--- src/rtl/core/mtf_pkg.sv ---
`timescale 1ns / 1ps

package mtf_pkg;

   localparam int DEFAULT_CAPACITY    = 16;
   localparam int DEFAULT_VALUE_WIDTH = 32;

   localparam int REQ_W   = 2;
   localparam int VALUE_W = 32;
   localparam int COUNT_W = 5;

   // request codes
   localparam logic [REQ_W-1:0] REQ_INSERT = 2'd0;
   localparam logic [REQ_W-1:0] REQ_REMOVE = 2'd1;
   localparam logic [REQ_W-1:0] REQ_CLEAR  = 2'd2;

   typedef struct packed {
      logic [REQ_W-1:0]   req_type;
      logic [VALUE_W-1:0] value;
   } req_item_type;

   typedef struct packed {
      logic [VALUE_W-1:0] front_value;
      logic               front_valid;
      logic               was_present;
      logic               evicted;
      logic               underflow;
      logic [COUNT_W-1:0] entry_count;
      logic               is_empty;
   } rsp_item_type;

   // controller to datapath
   typedef struct packed {
      logic load;     // capture the accepted item
      logic match;    // register the compare vector
      logic update;   // apply the request, register the result
   } dp_cmd_type;

endpackage

--- src/rtl/core/mtf_controller.sv ---
`timescale 1ns / 1ps

module mtf_controller (
   input  logic                clock,
   input  logic                reset,
   input  logic                start,
   output logic                busy,
   output mtf_pkg::dp_cmd_type cmd,
   output logic                rsp_strobe
);

   localparam logic [1:0] ST_IDLE   = 2'd0;
   localparam logic [1:0] ST_MATCH  = 2'd1;
   localparam logic [1:0] ST_UPDATE = 2'd2;

   logic [1:0] state_ff, state_in;
   logic       strobe_ff, strobe_in;

   always_comb begin
      state_in = state_ff;
      unique case (state_ff)
         ST_IDLE: begin
            if (start) state_in = ST_MATCH;
         end
         ST_MATCH:  state_in = ST_UPDATE;
         ST_UPDATE: state_in = ST_IDLE;
         default:   state_in = ST_IDLE;
      endcase
   end

   assign strobe_in  = (state_ff == ST_UPDATE);
   assign busy       = (state_ff != ST_IDLE);
   assign cmd.load   = start && (state_ff == ST_IDLE);
   assign cmd.match  = (state_ff == ST_MATCH);
   assign cmd.update = (state_ff == ST_UPDATE);
   assign rsp_strobe = strobe_ff;

   always_ff @(posedge clock) begin
      if (reset) begin
         state_ff  <= ST_IDLE;
         strobe_ff <= 1'b0;
      end else begin
         state_ff  <= state_in;
         strobe_ff <= strobe_in;
      end
   end

endmodule

--- src/rtl/core/mtf_datapath.sv ---
`timescale 1ns / 1ps

module mtf_datapath #(
   parameter int CAPACITY    = mtf_pkg::DEFAULT_CAPACITY,
   parameter int VALUE_WIDTH = mtf_pkg::DEFAULT_VALUE_WIDTH
) (
   input  logic                  clock,
   input  logic                  reset,
   input  mtf_pkg::dp_cmd_type   cmd,
   input  mtf_pkg::req_item_type req_item,
   output mtf_pkg::rsp_item_type rsp_item
);

   localparam int CW = $clog2(CAPACITY + 1);
   localparam logic [CW-1:0] FULL_COUNT = CW'(CAPACITY);
   localparam logic [CAPACITY-1:0] ALL_ONES = '1;

   // list cells, front at index 0
   logic [VALUE_WIDTH-1:0] cell_ff [CAPACITY];
   logic [VALUE_WIDTH-1:0] cell_in [CAPACITY];

   logic [mtf_pkg::REQ_W-1:0] op_ff;
   logic [VALUE_WIDTH-1:0]    val_ff;
   logic [63:0]               val_wide;

   logic [CAPACITY-1:0] match_ff, match_in;
   logic [CAPACITY-1:0] ahead;
   logic                hit, full, empty;

   logic [CW-1:0] occ_ff, occ_in;
   mtf_pkg::rsp_item_type rsp_ff, rsp_in;

   assign val_wide = 64'(req_item.value);

   // compare against every live cell
   always_comb begin
      for (int i = 0; i < CAPACITY; i++) begin
         match_in[i] = (CW'(i) < occ_ff) && (cell_ff[i] == val_ff);
      end
   end

   // ahead[i]: a match sits ahead of cell i, so cell i keeps its value
   always_comb begin
      for (int i = 0; i < CAPACITY; i++) begin
         ahead[i] = |(match_ff & (ALL_ONES >> (CAPACITY - i)));
      end
   end

   assign hit   = |match_ff;
   assign full  = (occ_ff == FULL_COUNT);
   assign empty = (occ_ff == '0);

   always_comb begin
      for (int i = 0; i < CAPACITY; i++) cell_in[i] = cell_ff[i];
      occ_in = occ_ff;
      rsp_in = '0;
      unique case (op_ff)
         mtf_pkg::REQ_INSERT: begin
            cell_in[0] = val_ff;
            for (int i = 1; i < CAPACITY; i++) begin
               if (!ahead[i]) cell_in[i] = cell_ff[i-1];
            end
            if (!hit && !full) occ_in = occ_ff + 1'b1;
            rsp_in.front_value = 32'(val_ff);
            rsp_in.front_valid = 1'b1;
            rsp_in.was_present = hit;
            rsp_in.evicted     = !hit && full;
         end
         mtf_pkg::REQ_REMOVE: begin
            if (empty) begin
               rsp_in.underflow = 1'b1;
            end else begin
               for (int i = 0; i < CAPACITY - 1; i++) cell_in[i] = cell_ff[i+1];
               occ_in = occ_ff - 1'b1;
               rsp_in.front_value = 32'(cell_ff[0]);
               rsp_in.front_valid = 1'b1;
            end
         end
         mtf_pkg::REQ_CLEAR: begin
            occ_in = '0;
         end
         default: begin
            if (!empty) begin
               rsp_in.front_value = 32'(cell_ff[0]);
               rsp_in.front_valid = 1'b1;
            end
         end
      endcase
      rsp_in.entry_count = mtf_pkg::COUNT_W'(occ_in);
      rsp_in.is_empty    = (occ_in == '0);
   end

   always_ff @(posedge clock) begin
      if (cmd.load) begin
         op_ff  <= req_item.req_type;
         val_ff <= val_wide[VALUE_WIDTH-1:0];
      end
      if (cmd.match) match_ff <= match_in;
      if (cmd.update) begin
         for (int i = 0; i < CAPACITY; i++) cell_ff[i] <= cell_in[i];
      end
   end

   always_ff @(posedge clock) begin
      if (reset) begin
         occ_ff <= '0;
         rsp_ff <= '0;
      end else if (cmd.update) begin
         occ_ff <= occ_in;
         rsp_ff <= rsp_in;
      end
   end

   assign rsp_item = rsp_ff;

   a_occ_bound: assert property (@(posedge clock) disable iff (reset)
      occ_ff <= FULL_COUNT)
      else $error("occupancy above capacity");

   a_underflow_hold: assert property (@(posedge clock) disable iff (reset)
      cmd.update && (op_ff == mtf_pkg::REQ_REMOVE) && (occ_ff == '0)
      |=> (occ_ff == '0) && rsp_ff.underflow && !rsp_ff.front_valid)
      else $error("remove on empty list changed state");

   a_insert_flags: assert property (@(posedge clock) disable iff (reset)
      cmd.update && (op_ff == mtf_pkg::REQ_INSERT)
      |=> rsp_ff.front_valid && !(rsp_ff.was_present && rsp_ff.evicted)
          && !rsp_ff.is_empty)
      else $error("insert result flags inconsistent");

   a_insert_grow: assert property (@(posedge clock) disable iff (reset)
      cmd.update && (op_ff == mtf_pkg::REQ_INSERT) && !(|match_ff) && !full
      |=> occ_ff == CW'($past(occ_ff) + 1'b1))
      else $error("new value did not grow the list");

endmodule

--- src/rtl/core/move_to_front_recency_list.sv ---
`timescale 1ns / 1ps

// Move-to-front recency list.
// Holds up to CAPACITY distinct values, newest at the front.
// Request channel: an item (req_item) is taken at a rising edge with start
// high and busy low. Codes: insert/move-to-front, remove front, clear.
// Result channel: rsp_item is valid for exactly one cycle while rsp_strobe
// is high. The receiver cannot stall; every result must be taken then.
// Timing: an accepted item passes the match state and then the update
// state, with busy high in both, so a new item is taken only after the
// last one has been applied. The steps are: compare all live cells
// against the value (registered match vector), then apply the shift and
// register the result. The compare is parallel; the shift is one step.
// Reset clears the entry count, the result and the controller; cells are
// left as they are and are never read before written.
// Insert of a held value moves it to the front; insert into a full list
// drops the back entry (evicted). Remove on an empty list flags underflow.

module move_to_front_recency_list #(
   parameter int CAPACITY    = mtf_pkg::DEFAULT_CAPACITY,
   parameter int VALUE_WIDTH = mtf_pkg::DEFAULT_VALUE_WIDTH
) (
   input  logic                  clock,
   input  logic                  reset,
   input  logic                  start,
   output logic                  busy,
   input  mtf_pkg::req_item_type req_item,
   output logic                  rsp_strobe,
   output mtf_pkg::rsp_item_type rsp_item
);

   // command bundle from the sequencer to the datapath
   mtf_pkg::dp_cmd_type cmd;

   mtf_controller u_ctrl (
      .clock      (clock),
      .reset      (reset),
      .start      (start),
      .busy       (busy),
      .cmd        (cmd),
      .rsp_strobe (rsp_strobe)
   );

   mtf_datapath #(
      .CAPACITY    (CAPACITY),
      .VALUE_WIDTH (VALUE_WIDTH)
   ) u_dp (
      .clock    (clock),
      .reset    (reset),
      .cmd      (cmd),
      .req_item (req_item),
      .rsp_item (rsp_item)
   );

endmodule
--- config.mk ---
export PLATFORM = sky130hd
export DESIGN_NAME = move_to_front_recency_list
export DESIGN_NICKNAME = d
export VERILOG_FILES = /design/src/rtl/core/mtf_pkg.sv /design/src/rtl/core/mtf_controller.sv /design/src/rtl/core/mtf_datapath.sv /design/src/rtl/core/move_to_front_recency_list.sv
export SDC_FILE = /design/constraint.sdc
export NUM_CORES = 1
export LEC_CHECK = 0
export CAP_MARGIN = 15
export CORE_MARGIN = 8
export CORE_UTILIZATION = 40
export CTS_CLUSTER_DIAMETER = 100
export DETAILED_ROUTE_END_ITERATION = 16
export DONT_BUFFER_PORTS = 1
export SLEW_MARGIN = 10
export SYNTH_ARGS = -nofsm -noshare
export SYNTH_HDL_FRONTEND = slang
export SYNTH_SLANG_ARGS = --single-unit
--- constraint.sdc ---
create_clock -name clock -period 4.89 [get_ports clock]
set_input_delay 0.978 -clock clock [delete_from_list [all_inputs] [get_ports clock]]
set_output_delay 0.978 -clock clock [all_outputs]
set_load 0.005 [all_outputs]
* Word level (Yosys, flattened, before mapping)
Memory sizes are Yosys's and may differ from the RTL's. Index checks and enable logic that the tools add are counted.
Storage, ports and cells: memories 1, bits in writable memories 512, output and inout port bits 44, register bits 95, word-level logic and storage cells 124
Cells by class: equal/unequal tests 22, add/sub/neg operators 2, $lt $le $gt $ge 16, reduce and logical (&&, ||, !) cells 41, muxes and demuxes 30
Memories:
- u_dp.cell_ff | words 16, width 32, rd ports 16, clocked after memory_dff 0, wr ports 16, line mtf_datapath.sv:19 | logic [VALUE_WIDTH-1:0] cell_ff [CAPACITY];
Operators with widths (count):
- $pmux W480 S2 | 1
- $eq A32 B32 Y1 | 16
- $mux W32 | 16
- $mux W480 | 1
- $pmux W33 S2 | 1
- $lt A4 B5 Y1 const A | 8
- $mux W33 | 1
- $lt A3 B5 Y1 const A | 4
- $logic_and A1 B1 Y1 | 19
- $reduce_or A16 Y1 | 1
- $pmux W5 S3 | 1
- $reduce_or A15 Y1 | 1
- $reduce_or A14 Y1 | 1
- $reduce_or A13 Y1 | 1
- $reduce_or A12 Y1 | 1
- $reduce_or A11 Y1 | 1
- $logic_not A5 Y1 | 2
- $lt A1 B5 Y1 const A | 2
- $lt A2 B5 Y1 const A | 2
- $mux W5 | 2
- $reduce_or A10 Y1 | 1
- $reduce_or A9 Y1 | 1
- $reduce_or A8 Y1 | 1
- $reduce_or A7 Y1 | 1
- other kinds (17) | 25

* Logic depth before layout (Yosys ltp)
Gate-level depths: netlist (run 1).
word-level depth 6, gate-level depth with buffers 9, depth with buffers taken out 8

* Modules after synthesis
A second synthesis (run 1) with hierarchy kept.
Second synthesis, totals: cell total of the unflattened synthesis 3148, area total of the unflattened synthesis 31018.5 µm²
By module, submodules not included:
- mtf_datapath | area each 30882.1 µm², instances 1, cells each 3136
- mtf_controller | area each 136.4 µm², instances 1, cells each 12

* Least setup slack after synthesis (run 1)
Ideal clock, no wire load.
path kind register to register, start reg, netlist name u_dp.match_ff[1], end mem u_dp.cell_ff[1][224] (netlist name) (enable), path slack -88 ps, path buffers 0, data required time 4389 ps, stages on the path, launching flop included 5, library setup time 501 ps, data arrival time 4477 ps, cells stage by stage edfxtp_1 nor4_2 nand4_2 or3_1 nor4_1
RTL lines (line):
- to (decl) | mtf_datapath.sv:19

==> run metrics, run 1 <==
status finished, final reports clean; Worst-Skew Late Latency 0.61 ns; CP Launch Point u_dp.occ_ff[1]$_SDFFE_PP0P_; CP Max Fanout 32; Placement Setup Slack 1.63 ns; RR Startpoint u_dp.occ_ff[1]$_SDFFE_PP0P_; async set-reset flop share out of synthesis 0%; clock slew at reported path FFs 0.06 ns; maximum vdd drop 0.207 mV; Clock Sinks 607; Total Routing Usage GR around a quarter; RePlAce Congestion approximately 0.92; Power Density 354 mW/mm^2; post_cts resized 0; Core ar. 0.0771 mm^2; CP Cell Sequence inv_1 > ha_1 > nor4b_4 > a211o_1 > buf_4 > a21oi_4; Final Net Count 2,205; Final Skew 0.0257 ns; R2R Setup Slk approximately 1.6 ns; RSZ-0062 raised after global routing false; Boundary Pins 81; post-synthesis mux area share 17.5%; Synth Cell Area 0.0310 mm^2; PortBufs 0; YS warnings 0; CTS buffer count 70; grt total ovfl 0; first-pass GRT wire length 147,000 um; fmax 307 MHz; Hold Buf Count CTS 0; largest family of logic cells by synthesized area multiplexers; final wirelength approximately 110,000 um; Starting Density 40.2%; CP endpoint kind register; CP Depth 6; detailed-route via count 19,500; row count 102; Max Slew Vio Count 0; r2r endpoint u_dp.cell_ff[1][96]$_DFFE_PP_; simple-gate share of the synthesized area between 5 and 6%; postcts setup bufs 0; #FFs+latches synth 607; Synth cell types 55; Setup violations, final 0; CTS tree yes; Post-Synth Adder-Cell Area 0.162%; crit-path max cell delay about 0.90 ns; Final Util a little under half; worst slew pin tran about 1.2 ns; # DRC 0; initial antenna violation count 13; H-tree depth 3; fin crit period 3.25 ns; Seq/Total Area, Yosys 57.4%; final hold vios 0; Layout Area Growth over Synthesis 12.3%; chip width 294 um; DR pass1 iterations 6; Post-DRT Antenna Nets 0; total negative slack 0 ns; number of DRC markers in iteration 0 2,365; largest net degree at the start of global routing ~110; Post-synth EDFFs between 500 and 600; Synth Area in Compound Gates under 10%; CTS Root Cell clkbuf_16; Worst slew margin 19.7%; Longest Clk Path Bufs 3; layout cells sized above 1 31.1%; reg2reg path depth 6; Lkg Pwr 11.0 nW; final hold slack 0.457 ns; Post-Syn Nets 2,214; crit path DAT 3.48 ns; DIE AREA 0.0866 mm^2; Synth Flop Type edfxtp_1; vias per cell between 5 and 6; Worst Setup EP u_dp.cell_ff[1][96]$_DFFE_PP_; placed wire-length estimate 77,300 um; Die Ht about 290 um; Bufs and invs on worst path 2; Critical Path RT 5.11 ns; Power, Total 12.3 mW; startpoint type of the worst setup path register; Crit-path slowest cell a21oi_4; syn avg cell area 14.2 um^2; crit share post-route 66.5%; CP top delay family compound AO/OA/AOI/OAI gates; min-delay worst type in2reg; vias in the first global route 19,000; WL per Instance 32.3 um; final setup margin ~1.6 ns; Synth Area in XOR/XNOR 14.5%; Max-Cap Viols 0; Cells after Synth around 2,200; Worst Path Class, Setup reg2reg
==> report_power, final <==
part	total (mW)	internal, mW	switching (mW)
combinational	0.978	0.417	0.561
clock	5.44	3.24	2.20
sequential	5.88	5.74	0.148
total	12.3	9.40	2.91
==> cells in the final DEF, fill, tap and decap left out, drive strengths merged, types with 5 or more instances in the layout <==
cell type	count
a21oi	15
a221oi	33
buf	70
bufinv	9
clkbuf	80
clkinv	26
clkinvlp	7
dfxtp	45
edfxtp	562
inv	13
mux2	480
nand2	10
nand2b	5
nand3	20
nand4	69
nor2	65
nor3	48
nor4	86
o21ai	5
or4	5
xnor2	234
xor2	278
==> sequential cells by signal, summed over array words and instances (netlist names) <==
signal             flops
u_dp.occ_ff            5
u_dp.rsp_item         37
u_dp.val_ff           32
u_ctrl.state_ff        2
u_ctrl.rsp_strobe      1
u_dp.cell_ff         512
u_dp.op_ff             2
u_dp.match_ff         16
==> worst min path at each step <==
stage                                                end  depth (start not counted)  slack [ns]                     startpoint
after floorplan            u_dp.rsp_item[6]$_SDFFE_PP0P_                          2        0.45  u_dp.rsp_item[6]$_SDFFE_PP0P_
final                          u_dp.val_ff[24]$_DFFE_PP_                          0        0.46                   req_item[24]
after detailed placement   u_dp.rsp_item[6]$_SDFFE_PP0P_                          2        0.48  u_dp.rsp_item[6]$_SDFFE_PP0P_
after global placement     u_dp.rsp_item[6]$_SDFFE_PP0P_                          2        0.48  u_dp.rsp_item[6]$_SDFFE_PP0P_
after global routing      u_dp.rsp_item[14]$_SDFFE_PP0P_                          1        0.44                          reset
after CTS                 u_dp.rsp_item[14]$_SDFFE_PP0P_                          1        0.42                          reset
==> metal layers <==
metal | part of all wire [%] | global-route usage (%)
met1 | 43 | 33.2
met2 | 43 | 34.9
met3 | 9.7 | 6.24
met4 | 3.8 | 9.06
met5 | 0.065 | 0
==> per-stage QoR <==
stage,instances,instance area (um^2)
3_3_place_gp,3126,32200
4_1_cts,3256,34700
6_report,3262,34800
2_1_floorplan,2173,31000
3_5_place_dp,3130,32400
5_1_grt,3260,34800
==> Yosys cell counts, types with 20 or more instances <==
cell type,n,area share (%)
nand4_1,68,1.4
mux2_2,480,17
nor2_1,65,0.79
a221oi_1,33,0.93
nor3_1,48,0.78
edfxtp_1,562,55
buf_2,63,1.0
buf_1,31,0.38
clkbuf_1,44,0.53
xor2_1,278,7.9
xnor2_1,234,6.6
nor4_1,82,1.7
dfxtp_1,45,2.9
nand3_1,20,0.32
==> final cells by class <==
class | count | area (um^2)
fill | 6882 | 42300
sequential | 607 | 17800
multi-input combinational | 1406 | 12600
clock buffer | 80 | 1870
tap | 1040 | 1300
timing repair buffer | 70 | 673
clock inverter | 46 | 492
inverter | 9 | 33.8
antenna | 4 | 10.0
==> logic make-up (layout without fill, tap and decap cells) <==
group	after synthesis	in the layout
multiplexers	481	481
AND/OR/NAND/NOR	325	325
XOR/XNOR	512	512
buffers and inverters	160	205
flip-flops	607	607
other	0	4
adder cells (fa/ha/maj)	4	4
AO/OA/AOI/OAI	84	84
(Power assumes the default switching activity.)
==> run 2: changes to the inputs <==
clock period = 2.9 ns   (was 4.89 ns; I/O delays follow)
==> run metrics, run 2 (synthesized netlist as in run 1, its figures left out) <==
status finished with violations; failing checks negative setup slack; Die Ht 294 um; initial antenna violation count 11; maximum vdd drop around 0.4 mV; Worst-Skew Late Latency around 0.61 ns; layout cells sized above 1 32.0%; H-tree depth 3; chip width between 200 and 300 um; Reg area approximately 0.018 mm^2; CTS buffer count 71; DR pass1 iterations 5; final hold slack 0.0587 ns; crit path DAT approximately 3.4 ns; # DRC 0; Setup violations, final 1; Final Skew 0.0286 ns; CP endpoint kind register; max FFs per register 512; Hold Path Stages 0; Final Net Count roughly 2,300; min-delay worst type in2reg; RSZ-0062 raised after global routing false; Total Routing Usage GR a little under a quarter; Max Slew Vio Count 0; first-pass GRT wire length 147,000 um; detailed-route via count 19,400; placed wire-length estimate roughly 76,000 um; Lkg Pwr about 11 nW; Core ar. 0.0771 mm^2; clock slew at reported path FFs approximately 0.06 ns; largest net degree at the start of global routing 113; worst slew pin tran 1.14 ns; number of DRC markers in iteration 0 2,412; Max-Cap Viols 0; Clock Sinks approximately 610; Layout Area Growth over Synthesis 13.6%; crit share post-route 101%; final hold vios 0; Critical Path RT 3.34 ns; footprint of the multi-input gates 0.0126 mm^2; Largest Register u_dp.cell_ff; WL per Instance 31.3 um; Worst Path Class, Setup reg2reg; Starting Density approximately two fifths; Worst slew margin 23.2%; PortBufs 0; fmax 341 MHz; grt total ovfl 0; fin crit period 2.93 ns; Longest Clk Path Bufs 3; startpoint type of the worst setup path register; Boundary Pins 81; RePlAce Congestion 0.922; CTS Root Cell clkbuf_16; Hold Buf Count CTS 0; # fillers a little under 7,000; vias in the first global route approximately 19,000; DIE AREA 0.0866 mm^2; vias per cell ~5.8; Power Density 573 mW/mm^2; CP Max Fanout 10; total negative slack -0.0321 ns; commonest non-fill, non-tap cell in the layout edfxtp_1; postcts setup bufs 0; row count 102; R2R Setup Slk -0.03 ns; commonest non-fill, non-tap cells in the layout edfxtp_1, mux2_2, xor2_1, xnor2_1, buf_4; reg2reg path depth 6; final wirelength 104,000 um; CTS tree yes; post_cts resized 0; final setup margin -0.0321 ns; Post-DRT Antenna Nets 0
==> run 2: changes by cell type in the layout (fill, tap and decap cells not counted), moves of 4 or more <==
cell / previous run / this run
buf_12: 7 / 26
buf_4: 60 / 102
bufinv_16: 9 / 1
clkbuf_1: 6 / 23
clkinv_2: 13 / 9
==> run 2: cell type report <==
cell class              instances  area share (%)
clock inverters                30           0.534
clock buffers                  97            5.51
inverters                       9          0.0961
well taps                    1040            3.70
flip-flops and latches        607            50.5
diodes                          6          0.0427
multi-input cells            1406            35.9
repair buffers                128            3.66
==> run 2: final timing paths <==
path | start | endpoint
setup / recovery | u_dp.val_ff[23]$_DFFE_PP_ | u_dp.match_ff[4]$_DFFE_PN_
hold / removal | req_item[23] | u_dp.val_ff[23]$_DFFE_PP_
setup reg to reg | u_dp.val_ff[23]$_DFFE_PP_ | u_dp.match_ff[4]$_DFFE_PN_
hold reg to reg | u_dp.rsp_item[6]$_SDFFE_PP0P_ | u_dp.rsp_item[6]$_SDFFE_PP0P_
==> run 2: critical path, cell delays in order (launching register included) <==
cell	delay, ns
edfxtp_1	0.75
xnor2_1	0.19
nand4_1	0.13
or4_1	0.56
nor4_1	0.62
nand4_1	0.20
nor4_2	0.31
==> run 2: metal layers <==
metal	track usage, %	up-vias	part of all wire [%]
met1	32.9	9988	43
li1	-	8242	-
met3	6.87	160	10
met5	1.13	-	0
met2	34.9	988	44
met4	6.92	0	2.6
==> run 2: where the power goes <==
group	leakage [nW]	total [mW]	switching [mW]	internal, mW
Combinational	4.77	1.84	1.07	0.769
Sequential	5.46	9.86	0.187	9.67
Clock	1.03	8.45	3.67	4.77
==> run 2: through the flow <==
stage	setup WS, ns	utilization, %	area [um^2]	total power [mW]	instances
2_1_floorplan	-0.619	-	31100	11.2	2173
3_3_place_gp	0.157	42.8	33000	11.8	3190
3_5_place_dp	0.158	42.8	33000	11.8	3190
4_1_cts	0.115	45.6	35200	20.2	3317
5_1_grt	0.0152	45.6	35200	20.7	3319
6_report	-0.0321	45.6	35200	20.1	3323
==> run 3: changes to the inputs <==
BUFFER_PORTS_ARGS = -buffer_cell sky130_fd_sc_hd__clkbuf_2   (was not set)
DONT_BUFFER_PORTS = not set   (was 1)
==> run metrics, run 3 (synthesized netlist as in run 1, its figures left out) <==
CTS buffer count 68; Largest Register u_dp.cell_ff; CTS tree yes; fmax 357 MHz; Setup violations, final 0; Final Skew 0.0286 ns; Total Routing Usage GR between 20% and 30%; Final Util between 40% and 50%; CTS Root Cell clkbuf_16; worst slew pin tran between 0.8 and 0.9 ns; number of DRC markers in iteration 0 between 2,000 and 2,500; CP endpoint kind register; initial antenna violation count 2; final hold vios 0; Worst slew margin about two fifths; Boundary Pins 81; Crit-path slowest cell or4_1; fin crit period 2.80 ns; Hold Path Stages 1; detailed-route via count 19,200; largest net degree at the start of global routing 107; Clock Sinks 607; layout cells sized above 1 34.4%; H-tree depth 3; Post-DRT Antenna Nets 0; Longest Clk Path Bufs 3; PortBufs 80; commonest non-fill, non-tap cells in the layout edfxtp_1, mux2_2, xor2_1, xnor2_1, buf_4; CP Max Fanout 3; final wirelength 100,000 um; post-route cell area 0.0356 mm^2; commonest non-fill, non-tap cell in the layout edfxtp_1; clock slew at reported path FFs 0.06 ns; vias in the first global route between 15,000 and 20,000; CP Depth 6; min-delay worst type in2reg; maximum vdd drop 0.396 mV; # DRC 0; Max Slew Vio Count 0; grt total ovfl 0; Lkg Pwr ~12 nW; status finished, final reports clean; DP Area between 0.03 and 0.04 mm^2; Die Ht 294 um; chip width 294 um; Worst Path Class, Setup reg2reg; cell mode on critical path nand4_1; Layout Area Growth over Synthesis 14.9%; Critical Path RT between 3 and 4 ns; Starting Density 40.2%; Worst-Skew Late Latency 0.61 ns; crit path DAT approximately 3.2 ns; vias per cell 5.68; Bufs and invs on worst path 0; Final Net Count 2,335; Power, Total 20.5 mW; CP Cell Sequence xnor2_1 > nand4_1 > or4_1 > nor4_1 > nand4_1 > nor4_2; RSZ-0062 raised after global routing false; crit share post-route 96.7%; max FFs per register ~500; row count roughly 100; DIE AREA 0.0866 mm^2; Power Density approximately 580 mW/mm^2; Inserted Diodes 0; first-pass GRT wire length 144,000 um; placed wire-length estimate ~74,000 um; DR pass1 iterations 7; startpoint type of the worst setup path register; Core ar. 0.0771 mm^2; reg2reg path depth 6; Max-Cap Viols 0; RePlAce Congestion 0.908; WL per Instance 29.6 um; CP top delay family simple AND/OR/NAND/NOR gates; crit-path max cell delay 0.58 ns
[run 3: cell count changes in the layout (fill, tap and decap cells not counted), sizes merged]
cell / delta
bufinv: +6
inv: +5
clkinv: -7
clkbuf: +74
buf: -6
diode: -6
clkinvlp: -4
[run 3: final timing paths]
path | from | to | slack (ns)
max | u_dp.cell_ff[0][155]$_DFFE_PP_ | u_dp.match_ff[4]$_DFFE_PN_ | 0.1
min | req_item[15] | u_dp.val_ff[15]$_DFFE_PP_ | 0.15
max reg2reg | u_dp.cell_ff[0][155]$_DFFE_PP_ | u_dp.match_ff[4]$_DFFE_PN_ | 0.1
min reg2reg | u_dp.rsp_item[6]$_SDFFE_PP0P_ | u_dp.rsp_item[6]$_SDFFE_PP0P_ | 0.47
[run 3: final cells by class]
type | instances | area, um^2
Clock buffer | 91 | 1850
Clock inverter | 30 | 350
Fill cell | 6888 | 41500
Inverter | 9 | 33.8
Multi-Input combinational cell | 1406 | 12600
Sequential cell | 607 | 17800
Tap cell | 1040 | 1300
Timing Repair Buffer | 202 | 1610
[run 3: power by group]
| group | switching, mW | total [mW] | internal (mW) |
|---|---|---|---|
| clock | 3.61 | 8.74 | 5.13 |
| combinational | 1.10 | 1.89 | 0.795 |
| sequential | 0.161 | 9.83 | 9.67 |
| total | 4.87 | 20.5 | 15.6 |
[run 3: repair_timing]
action	in CTS	in global routing
gates cloned	0	0
hold buffers	0	0
setup buffers	5	0
setup endpoints to repair	2	2
gates resized for setup	1	2
[run 3: metrics by stage]
stage	setup TNS, ns	worst slack [ns]	hold slack, ns	cells
global route	0	0.0264	0.130	3385
finish	0	0.0959	0.150	3385
detailed placement	-0.269	-0.269	0.460	3259
CTS	0	0.0528	0.116	3385
global placement	-0.246	-0.231	0.447	3258
floorplan	-112.58	-0.619	0.448	2173
[run 3: layer usage]
metal | global-route usage (%) | up-vias | routed length [um]
li1 | - | 8361 | -
met1 | 31.4 | 9997 | 44100
met2 | 34.8 | 741 | 45400
met3 | 6.28 | 141 | 8390
met4 | 6.50 | 2 | 2480
met5 | 0 | - | 11
